[config.mk]
export PLATFORM = sky130hd
export DESIGN_NAME = hall_edge_encoder_capture
export DESIGN_NICKNAME = d
export VERILOG_FILES = /design/src/rtl/hec_pkg.sv /design/src/rtl/hall_edge_encoder_capture.sv /design/src/rtl/hec_sensor.sv /design/src/rtl/hec_report.sv
export SDC_FILE = /design/constraint.sdc
export NUM_CORES = 1
export LEC_CHECK = 0
export ABC_AREA = 1
export BUFFER_PORTS_ARGS = -buffer_cell sky130_fd_sc_hd__buf_4
export CAP_MARGIN = 5
export CORE_AREA = 2 2 274 276
export CTS_BUF_LIST = sky130_fd_sc_hd__clkbuf_8
export DETAILED_ROUTE_END_ITERATION = 10
export DIE_AREA = 0 0 276 278
export SKIP_CTS_REPAIR_TIMING = 1
export SYNTH_ARGS = -nofsm -noshare
export SYNTH_HDL_FRONTEND = slang
export SYNTH_SLANG_ARGS = --single-unit
export TNS_END_PERCENT = 20
[constraint.sdc]
create_clock -name clk -period 18 [get_ports clk]
set_clock_uncertainty 0.05 [all_clocks]
set_input_delay 3.6 -clock clk [delete_from_list [all_inputs] [get_ports clk]]
set_output_delay 3.6 -clock clk [all_outputs]
set_load 0.01 [all_outputs]
[src/rtl/hec_pkg.sv]
// hec_pkg: shared types, constants and helper functions for the hall edge
// encoder capture block. No dependencies.
`default_nettype none

package hec_pkg;

  localparam int COUNT_BITS = 16;
  localparam int ENC_BITS   = 32;
  localparam int NUM_SENS   = 3;
  localparam int OUT_CNT_W  = 16;
  localparam int POS_W      = 32;

  // op codes
  localparam logic [1:0] OP_EDGE = 2'd0;
  localparam logic [1:0] OP_POLL = 2'd1;
  localparam logic [1:0] OP_SNAP = 2'd2;

  // sensor codes
  localparam logic [1:0] SENS_FRONT = 2'd0;
  localparam logic [1:0] SENS_CALIB = 2'd1;
  localparam logic [1:0] SENS_BACK  = 2'd2;

  localparam logic signed [ENC_BITS-1:0] ENC_MIN = {1'b1, {(ENC_BITS-1){1'b0}}};
  localparam logic signed [ENC_BITS-1:0] ENC_MAX = {1'b0, {(ENC_BITS-1){1'b1}}};

  typedef struct packed {
    logic [1:0]         op;
    logic [1:0]         sensor;
    logic               hall_level;
    logic signed [31:0] encoder_count;
  } in_item_t;

  typedef struct packed {
    logic               front_level;
    logic [15:0]        front_rise_count;
    logic [15:0]        front_fall_count;
    logic               calib_level;
    logic [15:0]        calib_rise_count;
    logic [15:0]        calib_fall_count;
    logic               back_level;
    logic [15:0]        back_rise_count;
    logic [15:0]        back_fall_count;
    logic signed [31:0] position;
    logic signed [31:0] rise_position;
    logic signed [31:0] fall_position;
  } out_item_t;

  // per-sensor command from the top level
  typedef struct packed {
    logic                edge_en;
    logic                poll_en;
    logic                snap_en;
    logic                level;
    logic [ENC_BITS-1:0] enc;
  } sens_cmd_t;

  // per-sensor status toward the report stage
  typedef struct packed {
    logic                  polled;
    logic [COUNT_BITS-1:0] rise_cnt;
    logic [COUNT_BITS-1:0] fall_cnt;
    logic [ENC_BITS-1:0]   rise_latch;
    logic [ENC_BITS-1:0]   fall_latch;
    logic                  rise_chg;
    logic                  fall_chg;
  } sens_stat_t;

  // sign-interpret, optionally negate, clamp to the symmetric range
  function automatic logic signed [POS_W-1:0] report_pos(
    input logic [ENC_BITS-1:0] raw,
    input logic                rev
  );
    logic signed [ENC_BITS-1:0] v;
    logic signed [ENC_BITS-1:0] r;
    v = signed'(raw);
    if (v == ENC_MIN) begin
      r = rev ? ENC_MAX : -ENC_MAX;
    end else begin
      r = rev ? -v : v;
    end
    return POS_W'(r);
  endfunction

  function automatic logic [OUT_CNT_W-1:0] cnt_out(input logic [COUNT_BITS-1:0] c);
    return OUT_CNT_W'(c);
  endfunction

endpackage

`default_nettype wire

[src/rtl/hall_edge_encoder_capture.sv]
// hall_edge_encoder_capture: top level, input register, per-sensor trackers
// and report stage. Depends on hec_pkg, hec_sensor and hec_report.
`default_nettype none

// Usage
//   in_*  : one beat per event. op selects edge event, poll sample or
//           snapshot request; sensor picks front, calibration or back.
//   out_* : one beat per snapshot request, carrying polled levels, edge
//           counts, the snapshot position and the reported edge positions.
//   cfg_* : writes the reversed bit; always ready, write only while idle.
// Timing
//   a beat lands in the input register, then the sensor state and, for a
//   snapshot, the result register are updated as it leaves that register:
//   a snapshot result is valid once the result register is loaded and
//   stays there until it is taken.
//   one beat per cycle is taken; an edge or poll beat in the input register
//   never waits, the only stall is a snapshot sitting in the input register
//   while the result register still holds an untaken result.
// Reset
//   synchronous, active low: levels and counters to zero, debounce flags
//   set, held edge positions zero, reversed cleared, no result pending.
// Backpressure
//   while out_ready is low the result stays put; edge and poll beats still
//   flow, and in_ready drops only once a second snapshot is waiting.
// Illegal op or sensor codes are taken and have no effect.
module hall_edge_encoder_capture
  import hec_pkg::*;
(
  input  wire logic      clk,
  input  wire logic      rst_n,
  input  wire logic      in_valid,
  output logic           in_ready,
  input  wire in_item_t  in_data,
  output logic           out_valid,
  input  wire logic      out_ready,
  output out_item_t      out_data,
  input  wire logic      cfg_valid,
  output logic           cfg_ready,
  input  wire logic      cfg_data
);

  // input register
  logic       in_valid_r;
  in_item_t   in_data_r;
  logic       reversed_r;

  logic       slot_free;
  logic       is_snap;
  logic       advance;

  sens_cmd_t  [NUM_SENS-1:0] cmd;
  sens_stat_t [NUM_SENS-1:0] stat;

  // edge and poll beats retire at once, a snapshot needs the result slot
  assign is_snap  = in_data_r.op == OP_SNAP;
  assign advance  = in_valid_r && (!is_snap || slot_free);
  assign in_ready = !in_valid_r || advance;

  assign cfg_ready = 1'b1;

  always_ff @(posedge clk) begin
    if (!rst_n) begin
      in_valid_r <= 1'b0;
      reversed_r <= 1'b0;
    end else begin
      if (in_ready) begin
        in_valid_r <= in_valid;
      end
      if (cfg_valid) begin
        reversed_r <= cfg_data;
      end
    end
  end

  // payload only, no reset needed
  always_ff @(posedge clk) begin
    if (in_ready && in_valid) begin
      in_data_r <= in_data;
    end
  end

  // one tracker per sensor; an unknown sensor code addresses none
  for (genvar i = 0; i < NUM_SENS; i++) begin : g_sens
    always_comb begin
      cmd[i].edge_en = advance && (in_data_r.op == OP_EDGE) &&
                       (in_data_r.sensor == 2'(i));
      cmd[i].poll_en = advance && (in_data_r.op == OP_POLL) &&
                       (in_data_r.sensor == 2'(i));
      cmd[i].snap_en = advance && is_snap;
      cmd[i].level   = in_data_r.hall_level;
      cmd[i].enc     = in_data_r.encoder_count[ENC_BITS-1:0];
    end

    hec_sensor u_sensor (
      .clk   (clk),
      .rst_n (rst_n),
      .cmd   (cmd[i]),
      .stat  (stat[i])
    );
  end

  // result register and held edge positions
  hec_report u_report (
    .clk       (clk),
    .rst_n     (rst_n),
    .load      (advance && is_snap),
    .reversed  (reversed_r),
    .enc       (in_data_r.encoder_count[ENC_BITS-1:0]),
    .stat      (stat),
    .out_ready (out_ready),
    .out_valid (out_valid),
    .out_data  (out_data),
    .slot_free (slot_free)
  );

endmodule

`default_nettype wire

[src/rtl/hec_sensor.sv]
// hec_sensor: level tracking, poll debounce, edge counters and edge latches
// for one hall sensor. Depends on hec_pkg.
`default_nettype none

module hec_sensor
  import hec_pkg::*;
(
  input  wire logic       clk,
  input  wire logic       rst_n,
  input  wire sens_cmd_t  cmd,
  output sens_stat_t      stat
);

  logic                  trk_r;
  logic                  flag_r;
  logic                  polled_r;
  logic [COUNT_BITS-1:0] rise_cnt_r;
  logic [COUNT_BITS-1:0] fall_cnt_r;
  logic [COUNT_BITS-1:0] prev_rise_r;
  logic [COUNT_BITS-1:0] prev_fall_r;
  logic [ENC_BITS-1:0]   rise_latch_r;
  logic [ENC_BITS-1:0]   fall_latch_r;
  logic                  mm;

  assign mm = cmd.level != trk_r;

  always_ff @(posedge clk) begin
    if (!rst_n) begin
      trk_r        <= 1'b0;
      flag_r       <= 1'b1;
      polled_r     <= 1'b0;
      rise_cnt_r   <= '0;
      fall_cnt_r   <= '0;
      prev_rise_r  <= '0;
      prev_fall_r  <= '0;
      rise_latch_r <= '0;
      fall_latch_r <= '0;
    end else begin
      if (cmd.edge_en) begin
        if (mm && cmd.level) begin
          rise_cnt_r   <= rise_cnt_r + 1'b1;
          rise_latch_r <= cmd.enc;
        end else if (mm) begin
          fall_cnt_r   <= fall_cnt_r + 1'b1;
          fall_latch_r <= cmd.enc;
        end
        trk_r <= cmd.level;
      end
      if (cmd.poll_en) begin
        polled_r <= cmd.level;
        // second poll mismatch in a row (or the first after reset) forces the tracked level
        if (mm && flag_r) begin
          trk_r  <= cmd.level;
          flag_r <= 1'b0;
        end else begin
          flag_r <= mm;
        end
      end
      if (cmd.snap_en) begin
        prev_rise_r <= rise_cnt_r;
        prev_fall_r <= fall_cnt_r;
      end
    end
  end

  always_comb begin
    stat.polled     = polled_r;
    stat.rise_cnt   = rise_cnt_r;
    stat.fall_cnt   = fall_cnt_r;
    stat.rise_latch = rise_latch_r;
    stat.fall_latch = fall_latch_r;
    stat.rise_chg   = rise_cnt_r != prev_rise_r;
    stat.fall_chg   = fall_cnt_r != prev_fall_r;
  end

endmodule

`default_nettype wire

[src/rtl/hec_report.sv]
// hec_report: snapshot result register, held edge positions and the
// calibration/back/front priority select. Depends on hec_pkg.
`default_nettype none

module hec_report
  import hec_pkg::*;
(
  input  wire logic                          clk,
  input  wire logic                          rst_n,
  input  wire logic                          load,
  input  wire logic                          reversed,
  input  wire logic [ENC_BITS-1:0]           enc,
  input  wire sens_stat_t [NUM_SENS-1:0]     stat,
  input  wire logic                          out_ready,
  output logic                               out_valid,
  output out_item_t                          out_data,
  output logic                               slot_free
);

  logic                    valid_r;
  out_item_t               data_r;
  logic signed [POS_W-1:0] held_rise_r;
  logic signed [POS_W-1:0] held_fall_r;
  logic signed [POS_W-1:0] held_rise_nxt;
  logic signed [POS_W-1:0] held_fall_nxt;
  logic [ENC_BITS-1:0]     rise_src;
  logic [ENC_BITS-1:0]     fall_src;

  assign slot_free = !valid_r || out_ready;

  // calibration wins over back, back over front
  always_comb begin
    rise_src      = stat[SENS_FRONT].rise_latch;
    held_rise_nxt = held_rise_r;
    if (stat[SENS_CALIB].rise_chg) begin
      rise_src = stat[SENS_CALIB].rise_latch;
    end else if (stat[SENS_BACK].rise_chg) begin
      rise_src = stat[SENS_BACK].rise_latch;
    end
    if (stat[SENS_CALIB].rise_chg || stat[SENS_BACK].rise_chg ||
        stat[SENS_FRONT].rise_chg) begin
      held_rise_nxt = report_pos(rise_src, reversed);
    end

    fall_src      = stat[SENS_FRONT].fall_latch;
    held_fall_nxt = held_fall_r;
    if (stat[SENS_CALIB].fall_chg) begin
      fall_src = stat[SENS_CALIB].fall_latch;
    end else if (stat[SENS_BACK].fall_chg) begin
      fall_src = stat[SENS_BACK].fall_latch;
    end
    if (stat[SENS_CALIB].fall_chg || stat[SENS_BACK].fall_chg ||
        stat[SENS_FRONT].fall_chg) begin
      held_fall_nxt = report_pos(fall_src, reversed);
    end
  end

  always_ff @(posedge clk) begin
    if (!rst_n) begin
      valid_r     <= 1'b0;
      held_rise_r <= '0;
      held_fall_r <= '0;
    end else begin
      if (load) begin
        valid_r     <= 1'b1;
        held_rise_r <= held_rise_nxt;
        held_fall_r <= held_fall_nxt;
      end else if (out_ready) begin
        valid_r <= 1'b0;
      end
    end
  end

  always_ff @(posedge clk) begin
    if (load) begin
      data_r.front_level      <= stat[SENS_FRONT].polled;
      data_r.front_rise_count <= cnt_out(stat[SENS_FRONT].rise_cnt);
      data_r.front_fall_count <= cnt_out(stat[SENS_FRONT].fall_cnt);
      data_r.calib_level      <= stat[SENS_CALIB].polled;
      data_r.calib_rise_count <= cnt_out(stat[SENS_CALIB].rise_cnt);
      data_r.calib_fall_count <= cnt_out(stat[SENS_CALIB].fall_cnt);
      data_r.back_level       <= stat[SENS_BACK].polled;
      data_r.back_rise_count  <= cnt_out(stat[SENS_BACK].rise_cnt);
      data_r.back_fall_count  <= cnt_out(stat[SENS_BACK].fall_cnt);
      data_r.position         <= report_pos(enc, reversed);
      data_r.rise_position    <= held_rise_nxt;
      data_r.fall_position    <= held_fall_nxt;
    end
  end

  assign out_valid = valid_r;
  assign out_data  = data_r;

endmodule

`default_nettype wire

==> results, run 1 <==
- The flow ran to the end, but the final reports show violations.
- The checks that failed: design-rule violations.
- In the synthesized netlist, the number of instances is 3904.
- STA classifies the critical path startpoint as an input port.
- The count of different cell masters after synthesis is 49.
- The number of buffers and inverters on the critical path is 4.
- The HPWL reported at the end of detailed placement is 57600 um.
- The actual transition at the worst max-transition pin is 1.03 ns.
- Dividing total power by cell area gives a power density of 101 nW/um^2.
- The critical path start-end classification is input port to output port.
- In this run, the number of DRC markers left after iteration 0 of detailed routing was 2304.
- After layout, the worst path uses 45.2% of the clock period.
- The die is 278 um tall.
- From left edge to right edge, the die measures 276 um.
- The detailed-route wire length is 86500 um.
- The area of the core is 73800 um^2.
- After detailed placement, the design holds a cell count of 4939.
- The count of flip-flops with a built-in enable after synthesis is 232.
- The capture instance of the worst register-to-register path is u_report.out_data[49].
- The clock group share of total power is 34.8%.
- Buffers placed on the I/O ports in this run total 239.
- The overall global routing resource usage is 22.1%.
- The initial antenna violation count is 1.
- The maximum number of buffers from clock root to sink is 3.
- The first global-routing pass estimated 136000 um of wire.
- Across the VDD grid, the largest voltage drop is 0.0485 mV.
- The reg-to-reg startpoint is g_sens[2].u_sensor.rise_cnt_r[0].
- The number of clock sinks is 692.
- The register area is 16200 um^2.
- The launch instance of the worst min-delay path is g_sens[0].u_sensor.rise_cnt_r[14].
- The total nets after synthesis is 3959.
- The type of destination of the critical path is an output port.
- The total number of yosys warnings is 0.
- Setup violations remaining at the end of the flow were counted as 0.
- Walking the worst path, the cells encountered are buf_4 -> nor2_1 -> inv_1 -> nor2_1 -> inv_1 -> buf_4.
- Based on the critical path, the design can be clocked at up to 123 MHz.
- The weighted congestion at the end of routability-driven global placement is 0.907.
- Of the total power, the share spent switching nets is 31.3%.
- The cell with the largest stage delay on the worst path is sky130_fd_sc_hd__nor2_1.
- After clock tree synthesis, the clock-pin slew on the worst setup and hold paths is 0.06 ns.
- For this run the aggregate overflow at the end of global routing stands at 0.
- The utilization after layout is 48.5%.
- The flip-flop cell with the highest count after synthesis is sky130_fd_sc_hd__dfxtp_1.
- The H-tree was split into 3 levels.
- The worst slew slack as a fraction of its limit is 31.0%.
- Entering global routing, the biggest net connects 218 pins.
- The initial utilization of the core area, before any placement, comes to 42.5%.
- Along the worst path, the maximum fanout reaches 2.
- The sequential cell area fraction in the yosys report is 51.6%.
- In this run the worst hold path is classified as register to register.
- Data arrives at the worst endpoint at 4.49 ns.
- The count of cells along the worst register-to-register path is 20.
- The internal power contribution is 2.48 mW.
- The via density per instance is 5.11.
- Once detail routing completed, the nets flagged for antenna violations numbered 0.
- In this design, the stage delay of the slowest critical-path cell is 0.22 ns.
- The net switching power of the design is 1.13 mW.
- The total count of max-transition violations in the final report came to 0.
- The number of global-route vias before repair is 24300.
- Once placement finished, the instance area stood at 33800 um^2.
- TritonCTS built the clock tree.
- Setup repair after global routing left no endpoint under its margin.
- The part of the power in combinational logic is 18.5%.
- 241 I/O pins were placed.
- The share of total power dissipated in sequential elements is 46.7%.
- Adding up every negative setup slack in the final design gives 0 ns.
- After detailed routing, the number of remaining DRC violations is 16.
- A synthesized cell averages 8.04 um^2.
- The worst-skew pair later-pin latency is 0.73 ns.
- The floorplan step defined a die boundary enclosing 76700 um^2.
- The count of placed standard cells in the final layout, fillers left out is 5148.
- The worst register-to-register path has a setup slack of 13.35 ns.
- Summing all non-filler instances in the final layout gives an area of 35800 um^2.
- The required arrival time at the worst endpoint is 14.35 ns.
- Counting the fill cells in the layout gives 7288.
- The number of clock buffers inserted by TritonCTS is 113.
- The number of detailed-route iterations in the first pass is 9.
- After detailed routing, the average wire length per cell comes to 16.8 um.
- The number of nets in the final layout is 4140.
- CTS placed an instance of sky130_fd_sc_hd__clkbuf_8 at the clock tree root.
- The max-cap check violation count is 0.
- Summed over all cells, the static leakage comes to 15.0 nW.
- In this run the core area contains 100 standard-cell rows.
- The ratio of cells with drive above 1 in the final layout is 14.6%.
- The area of the mapped netlist is 31400 um^2.
- The number of hold violations in the final report was 0.
- For this block, the via count after detailed routing is 26300.
- From synthesis to final layout, the design area changed by 14.1%.
- Subtracting the final worst setup slack from the clock period gives 8.14 ns.
- In the final layout, the multi-input gates occupy 12900 um^2.
- The worst hold path stage count is 0.
- In the synthesized netlist the async set-or-reset flop fraction comes to 0%.
- The synthesized design contains 692 register bits.
- The hold path endpoint is u_report.out_data[192].
- The overall power consumption is 3.62 mW.
- The critical path's top delay family is buffers and inverters.
worst register-to-register path, cell delays in order (launching register included):
cell	delay, ns
sky130_fd_sc_hd__dfxtp_1	0.46
sky130_fd_sc_hd__inv_2	0.10
sky130_fd_sc_hd__nand2_1	0.07
sky130_fd_sc_hd__nand2_1	0.05
sky130_fd_sc_hd__nor2_1	0.10
sky130_fd_sc_hd__nand2_1	0.09
sky130_fd_sc_hd__nor2_4	0.77
sky130_fd_sc_hd__nand2_4	0.53
sky130_fd_sc_hd__nand2_1	0.18
sky130_fd_sc_hd__nand3_1	0.08
sky130_fd_sc_hd__nand2_1	0.20
sky130_fd_sc_hd__ha_1	0.20
sky130_fd_sc_hd__nand2_1	0.07
sky130_fd_sc_hd__nor2_2	0.21
sky130_fd_sc_hd__nand2_2	0.15
sky130_fd_sc_hd__nor2_8	0.16
sky130_fd_sc_hd__nand3_2	0.33
sky130_fd_sc_hd__nand3_1	0.31
sky130_fd_sc_hd__nand2_1	0.10
sky130_fd_sc_hd__o21ai_2	0.08
sky130_fd_sc_hd__inv_1	0.08
through the flow:
stage	worst slack, ns	hold slack, ns
2_1_floorplan	7.68	0.353
6_report	9.86	0.380
5_1_grt	9.74	0.402
3_3_place_gp	9.83	0.363
4_1_cts	9.85	0.380
3_5_place_dp	9.85	0.365
state kept, by name, indices dropped and copies added, names as in the netlist, 4 cells and up:
signal and flops:
cmd 33, g_sens.u_sensor.fall_cnt_r 48, g_sens.u_sensor.fall_latch_r 96, g_sens.u_sensor.prev_fall_r 48, g_sens.u_sensor.prev_rise_r 48, g_sens.u_sensor.rise_cnt_r 48, g_sens.u_sensor.rise_latch_r 96, in_data_r 4
u_report.held_fall_r 32, u_report.held_rise_r 32, u_report.out_data 195
synthesized netlist by cell type, types with 14 or more instances:
library cell	n	share of area [%]
sky130_fd_sc_hd__buf_2	29	0.46
sky130_fd_sc_hd__xnor2_1	48	1.3
sky130_fd_sc_hd__nand2_1	873	10
sky130_fd_sc_hd__nor2_1	243	2.9
sky130_fd_sc_hd__a21oi_2	29	0.81
sky130_fd_sc_hd__clkbuf_1	142	1.7
sky130_fd_sc_hd__inv_1	340	4.1
sky130_fd_sc_hd__nor3_1	70	1.1
sky130_fd_sc_hd__xor2_1	46	1.3
sky130_fd_sc_hd__dfxtp_1	460	29
sky130_fd_sc_hd__o21ai_0	404	6.4
sky130_fd_sc_hd__o21ai_2	20	0.56
sky130_fd_sc_hd__nand4_1	41	0.82
sky130_fd_sc_hd__or2_2	14	0.28
sky130_fd_sc_hd__nand3_1	249	4.0
sky130_fd_sc_hd__nor4_1	18	0.36
sky130_fd_sc_hd__inv_2	41	0.49
sky130_fd_sc_hd__nor2_4	15	0.54
sky130_fd_sc_hd__o21ai_1	17	0.27
sky130_fd_sc_hd__edfxtp_1	232	22
sky130_fd_sc_hd__nand2_2	58	1.2
sky130_fd_sc_hd__a21oi_1	382	6.1
area by class of cell:
cell class | count | share of cell area, %
timing repair buffer | 267 | 5.65
multi-input combinational | 2621 | 35.9
sequential | 692 | 45.2
antenna | 1 | 0.00699
clock inverter | 88 | 1.12
clock buffer | 120 | 4.61
inverter | 390 | 4.10
tap | 969 | 3.39
cell usage in the layout (no fill, tap or decap), drive strengths merged, types with 6 or more instances in the layout:
| cell type | Yosys | layout |
|---|---|---|
| o31ai | 6 | 6 |
| ha | 12 | 12 |
| nand3b | 8 | 8 |
| nand4 | 43 | 43 |
| buf | 59 | 267 |
| clkbuf | 142 | 120 |
| o22ai | 8 | 8 |
| nor2 | 267 | 267 |
| xnor2 | 48 | 48 |
| nand3 | 250 | 250 |
| dfxtp | 460 | 460 |
| o21ai | 441 | 441 |
| or2 | 23 | 23 |
| nor3b | 13 | 13 |
| clkinv | 7 | 35 |
| xor2 | 46 | 46 |
| nand2 | 934 | 934 |
| a21oi | 411 | 411 |
| nor4 | 18 | 18 |
| nor3 | 75 | 75 |
| inv | 383 | 439 |
| edfxtp | 232 | 232 |
per-layer routing:
| layer | wire length (um) | GRT usage, % |
|---|---|---|
| met3 | 5250 | 3.65 |
| met2 | 37900 | 33.5 |
| met5 | 0 | 0 |
| met4 | 2070 | 6.89 |
| met1 | 41300 | 32.2 |
how the worst max path moves through the flow:
stage / from / endpoint / cells after the start
4_1_cts: out_ready / in_ready / 6
2_1_floorplan: out_ready / g_sens[0].u_sensor.prev_fall_r[10] / 5
3_3_place_gp: out_ready / in_ready / 6
3_5_place_dp: out_ready / in_ready / 6
6_report: out_ready / in_ready / 6
5_1_grt: out_ready / in_ready / 6
cells by family (layout without fill, tap and decap cells):
| logic type | Yosys count | after routing | synth area share [%] |
|---|---|---|---|
| fa+ha+maj | 12 | 12 | 0.479 |
| buf+inv | 591 | 865 | 7.52 |
| xor+xnor | 94 | 94 | 2.62 |
| flops | 692 | 692 | 51.6 |
| compound gates | 879 | 879 | 14.8 |
| simple gates | 1635 | 1635 | 23.0 |
| other cells | 1 | 2 | 0.0120 |
power by group through the flow:
| stage | Clock [mW] | Sequential (mW) | Combinational, mW |
|---|---|---|---|
| after floorplan | 0 | 1.72 | 0.482 |
| after global placement | 0 | 1.72 | 0.657 |
| after detailed placement | 0 | 1.72 | 0.661 |
| after CTS | 1.29 | 1.69 | 0.664 |
| after global routing | 1.37 | 1.69 | 0.745 |
| final | 1.26 | 1.69 | 0.669 |
(Power assumes the default switching activity.)
==> run 2, diff against run 1 <==
--- a/config.mk
+++ b/config.mk
@@ -5,13 +5,13 @@
 export SDC_FILE = /design/constraint.sdc
 export NUM_CORES = 1
 export LEC_CHECK = 0
-export ABC_AREA = 1
+export ABC_AREA = 0
 export BUFFER_PORTS_ARGS = -buffer_cell sky130_fd_sc_hd__buf_4
 export CAP_MARGIN = 5
-export CORE_AREA = 2 2 274 276
+export CORE_AREA = 2 2 276 278
 export CTS_BUF_LIST = sky130_fd_sc_hd__clkbuf_8
 export DETAILED_ROUTE_END_ITERATION = 10
-export DIE_AREA = 0 0 276 278
+export DIE_AREA = 0 0 278 280
 export SKIP_CTS_REPAIR_TIMING = 1
 export SYNTH_ARGS = -nofsm -noshare
 export SYNTH_HDL_FRONTEND = slang
==> constraint.sdc (replaced) <==
create_clock -name clk -period 8.28 [get_ports clk]
set_clock_uncertainty 0.05 [all_clocks]
set_input_delay 1.656 -clock clk [delete_from_list [all_inputs] [get_ports clk]]
set_output_delay 1.656 -clock clk [all_outputs]
set_load 0.01 [all_outputs]
==> results, run 2 <==
- The count of pins on the block boundary is 241.
- After detailed routing, the number of remaining DRC violations is 0.
- The area of the core is 75200 um^2.
- In this run, the number of DRC markers left after iteration 0 of detailed routing was 1866.
- The worst setup slack after placement is 3.45 ns.
- The hold path endpoint is u_report.out_data[194].
- The number of nets in the final layout is 3641.
- The commonest cells after synthesis are sky130_fd_sc_hd__nand2_1 (809), sky130_fd_sc_hd__dfxtp_1 (460), sky130_fd_sc_hd__a21boi_0 (322), sky130_fd_sc_hd__edfxtp_1 (232), sky130_fd_sc_hd__clkbuf_1 (201).
- In this run the worst path has a maximum fanout of 14.
- The number of nets still failing antenna checks after routing is 0.
- TritonCTS built the clock tree.
- Setup repair after global routing left no endpoint under its margin.
- For this run, the top clock speed supported by timing is 208 MHz.
- Walking the worst path, the cells encountered are xnor2_1 -> nand4_1 -> nor4_4 -> mux2i_1 -> nor2_1 -> a21oi_1 -> ha_1 -> nand4b_1 -> mux2i_1 -> nand4_1 -> a21oi_1 -> nand3_1 -> a221oi_1 -> mux2_2.
- The number of hold violations in the final report is 0.
- TritonCTS created 114 clock buffers.
- The count of buffers added on input and output ports is 239.
- STA puts the critical path data arrival time at 5.35 ns.
- The overall power consumption is 7.01 mW.
- The congestion estimate from routability-driven global placement came to 0.859.
- sky130_fd_sc_hd__nand2_1 is the most common cell in the netlist.
- Measured against its own limit, the worst slew margin works out to 32.5%.
- The first global-routing pass estimated 137000 um of wire.
- The origin of the worst setup path is g_sens[2].u_sensor.rise_cnt_r[14].
- The post-route minimum period is 4.81 ns.
- The worst-skew pair later-pin latency is 0.74 ns.
- The fraction of registers with async set or reset after synthesis is 0%.
- For this configuration, the core starts out at a cell density of 42.5%.
- Synthesis instantiated 77 different standard cells from the library.
- The critical path start-end classification is register to register.
- For this run the aggregate overflow at the end of global routing stands at 0.
- Leaving out fill and tap cells, the most frequent cell in the layout is sky130_fd_sc_hd__nand2_1.
- Summing the areas of all xor and xnor instances in the mapped netlist gives 5.07% of the synthesized area.
- The total leakage power is 13.9 nW.
- The share of synthesized cell area in and, or, nand and nor gates is 19.4%.
- By area the synthesized netlist is led by sky130_fd_sc_hd__dfxtp_1 (29%), sky130_fd_sc_hd__edfxtp_1 (22%), sky130_fd_sc_hd__nand2_1 (9.5%).
- The total number of yosys warnings is 0.
- The synthesized flop and latch total is 692.
- The total count of max-transition violations in the final report is 0.
- The HPWL reported at the end of detailed placement is 57600 um.
- The worst register-to-register path begins at g_sens[2].u_sensor.rise_cnt_r[14].
- The final routed wire length divided by cell count is 18.7 um.
- For the worst setup path, the data required time is 8.82 ns.
- After synthesis, the share of cell area in mux cells is 5.57%.
- In the layout the commonest cells are sky130_fd_sc_hd__nand2_1 (806), sky130_fd_sc_hd__dfxtp_1 (459), sky130_fd_sc_hd__a21boi_0 (322), sky130_fd_sc_hd__buf_4 (267), sky130_fd_sc_hd__edfxtp_1 (232).
- For this run, the slowest stage of the critical path takes 0.68 ns.
- The power density normalized to cell area is 190 nW/um^2.
- The cell with the largest stage delay on the worst path is sky130_fd_sc_hd__nor4_4.
- The floorplan has 101 rows.
- The max-cap check violation count is 0.
- The via count of the routed design is 24700.
- The complex-gate fraction of the synthesized area is 15.6%.
- The area of the mapped netlist is 32000 um^2.
- Each instance of the synthesized netlist takes up on average 9.30 um^2.
- The number of detailed-route iterations in the first pass is 5.
- Summing the sequential cell areas from Yosys gives 50.6% of the chip area.
- The number of clock sinks is 692.
- The flow ran to the end, and the final reports show no timing, DRC or antenna violations.
- The period utilization is 58.1%.
- The number of cells on the worst reg-to-reg path is 14.
- The type of destination of the critical path is a register.
- When the netlist entered floorplanning its net count stood at 3493.
- The worst-case IR drop observed on VDD is 0.109 mV.
- The tightest min-delay check is of the register to register type.
- The synthesized netlist cell count is 3438.
- The worst hold path stage count is 0.
- In the post-route analysis, the smallest setup slack over all paths is 3.47 ns.
- The clock root buffer is sky130_fd_sc_hd__clkbuf_8.
- The fraction of the mapped netlist area in adder cells is 0.469%.
- The clock edge transition at the registers on the reported setup and hold paths is 0.07 ns.
- The flip-flop count of the largest register after layout is 195.
- The count of flip-flops with a built-in enable after synthesis is 232.
- The floorplan step set the die height to 280 um.
- For this run, the leading register cell type out of synthesis is sky130_fd_sc_hd__dfxtp_1.
- STA classifies the critical path startpoint as a register.
- Cells fill 49.0% of the core in the end.
- Setup violations remaining at the end of the flow were counted as 0.
- The maximum number of buffers from clock root to sink is 3.
- The ratio of cells with drive above 1 in the final layout is 14.5%.
- Relative to the synthesized area, the layout overhead comes to 15.1%.
- The overall global routing resource usage is 22.1%.
- The initial antenna violation count is 1.
- The number of global-route vias before repair is 23000.
- For the pin with the worst max-slew slack, the measured transition is 1.00 ns.
- The routed design has 87400 um of wire.
- Of all cell types, the one taking the most synthesized area is sky130_fd_sc_hd__dfxtp_1.
- The H-tree depth is 3.
- The die covers 77800 um^2.
- The setup TNS is 0 ns.
- By area, the combinational part of the netlist is dominated by simple AND/OR/NAND/NOR gates.
- The launch instance of the worst min-delay path is g_sens[0].u_sensor.polled_r.
- The share of the synthesized area in the top cell type is 28.8%.
- The capture instance of the worst register-to-register path is u_report.out_data[35].
- The via density per instance is 5.29.
- Entering global routing, the biggest net connects 218 pins.
- In this run the register-to-register setup slack is 3.47 ns.
- The die span in x is 278 um.
[run 2: how the worst max path moves through the flow]
stage	endpoint	slack, ns	cells after the start
after CTS	u_report.out_data[35]	3.42	14
after global routing	u_report.out_data[35]	2.97	14
final	u_report.out_data[35]	3.47	14
after floorplan	u_report.held_fall_r[0]	0.07	5
after detailed placement	u_report.out_data[35]	3.45	14
after global placement	u_report.out_data[35]	3.47	14
[run 2: critical path: cells and delay by family (launching register included)]
| family | cells | cell delay (ns) |
|---|---|---|
| fa+ha+maj | 1 | 0.31 |
| simple gates | 6 | 1.82 |
| mux | 3 | 0.81 |
| compound gates | 3 | 1.06 |
| xor+xnor | 1 | 0.17 |
| flops | 1 | 0.46 |
[run 2: final cells by class]
| cell class | instances | area, um^2 |
|---|---|---|
| Inverter | 27 | 109 |
| Sequential cell | 692 | 16200 |
| Clock inverter | 79 | 582 |
| Tap cell | 978 | 1220 |
| Fill cell | 7120 | 38400 |
| Antenna cell | 5 | 12.5 |
| Multi-Input combinational cell | 2481 | 14800 |
| Timing Repair Buffer | 270 | 2060 |
| Clock buffer | 134 | 1840 |
[run 2: logic make-up (layout without fill, tap and decap cells)]
kind of cell	Yosys count	in the layout
multiplexers	170	170
AO/OA/AOI/OAI	736	736
other	1	6
AND/OR/NAND/NOR	1377	1377
buffers and inverters	265	510
adder cells (fa/ha/maj)	12	12
XOR/XNOR	185	185
flip-flops	692	692
[run 2: per-stage QoR]
step | instance area [um^2] | cells | hold WS [ns]
global placement | 34400 | 4448 | 0.369
detailed placement | 34400 | 4448 | 0.379
global route | 36800 | 4665 | 0.417
floorplan | 32000 | 3438 | 0.356
finish | 36800 | 4666 | 0.390
CTS | 36800 | 4661 | 0.396
[run 2: layer usage]
| layer | share of wire (%) | track usage (%) |
|---|---|---|
| met2 | 44 | 33.7 |
| met3 | 5.6 | 3.76 |
| met5 | 0 | 0 |
| met4 | 1.4 | 5.31 |
| met1 | 49 | 32.7 |
[run 2: where the power goes]
group          switching, mW  total, mW  leakage, nW  internal (mW)
registers             0.0561       3.59         5.77           3.54
clock network           1.42       3.15         1.38           1.73
logic                  0.157      0.260         6.72          0.103
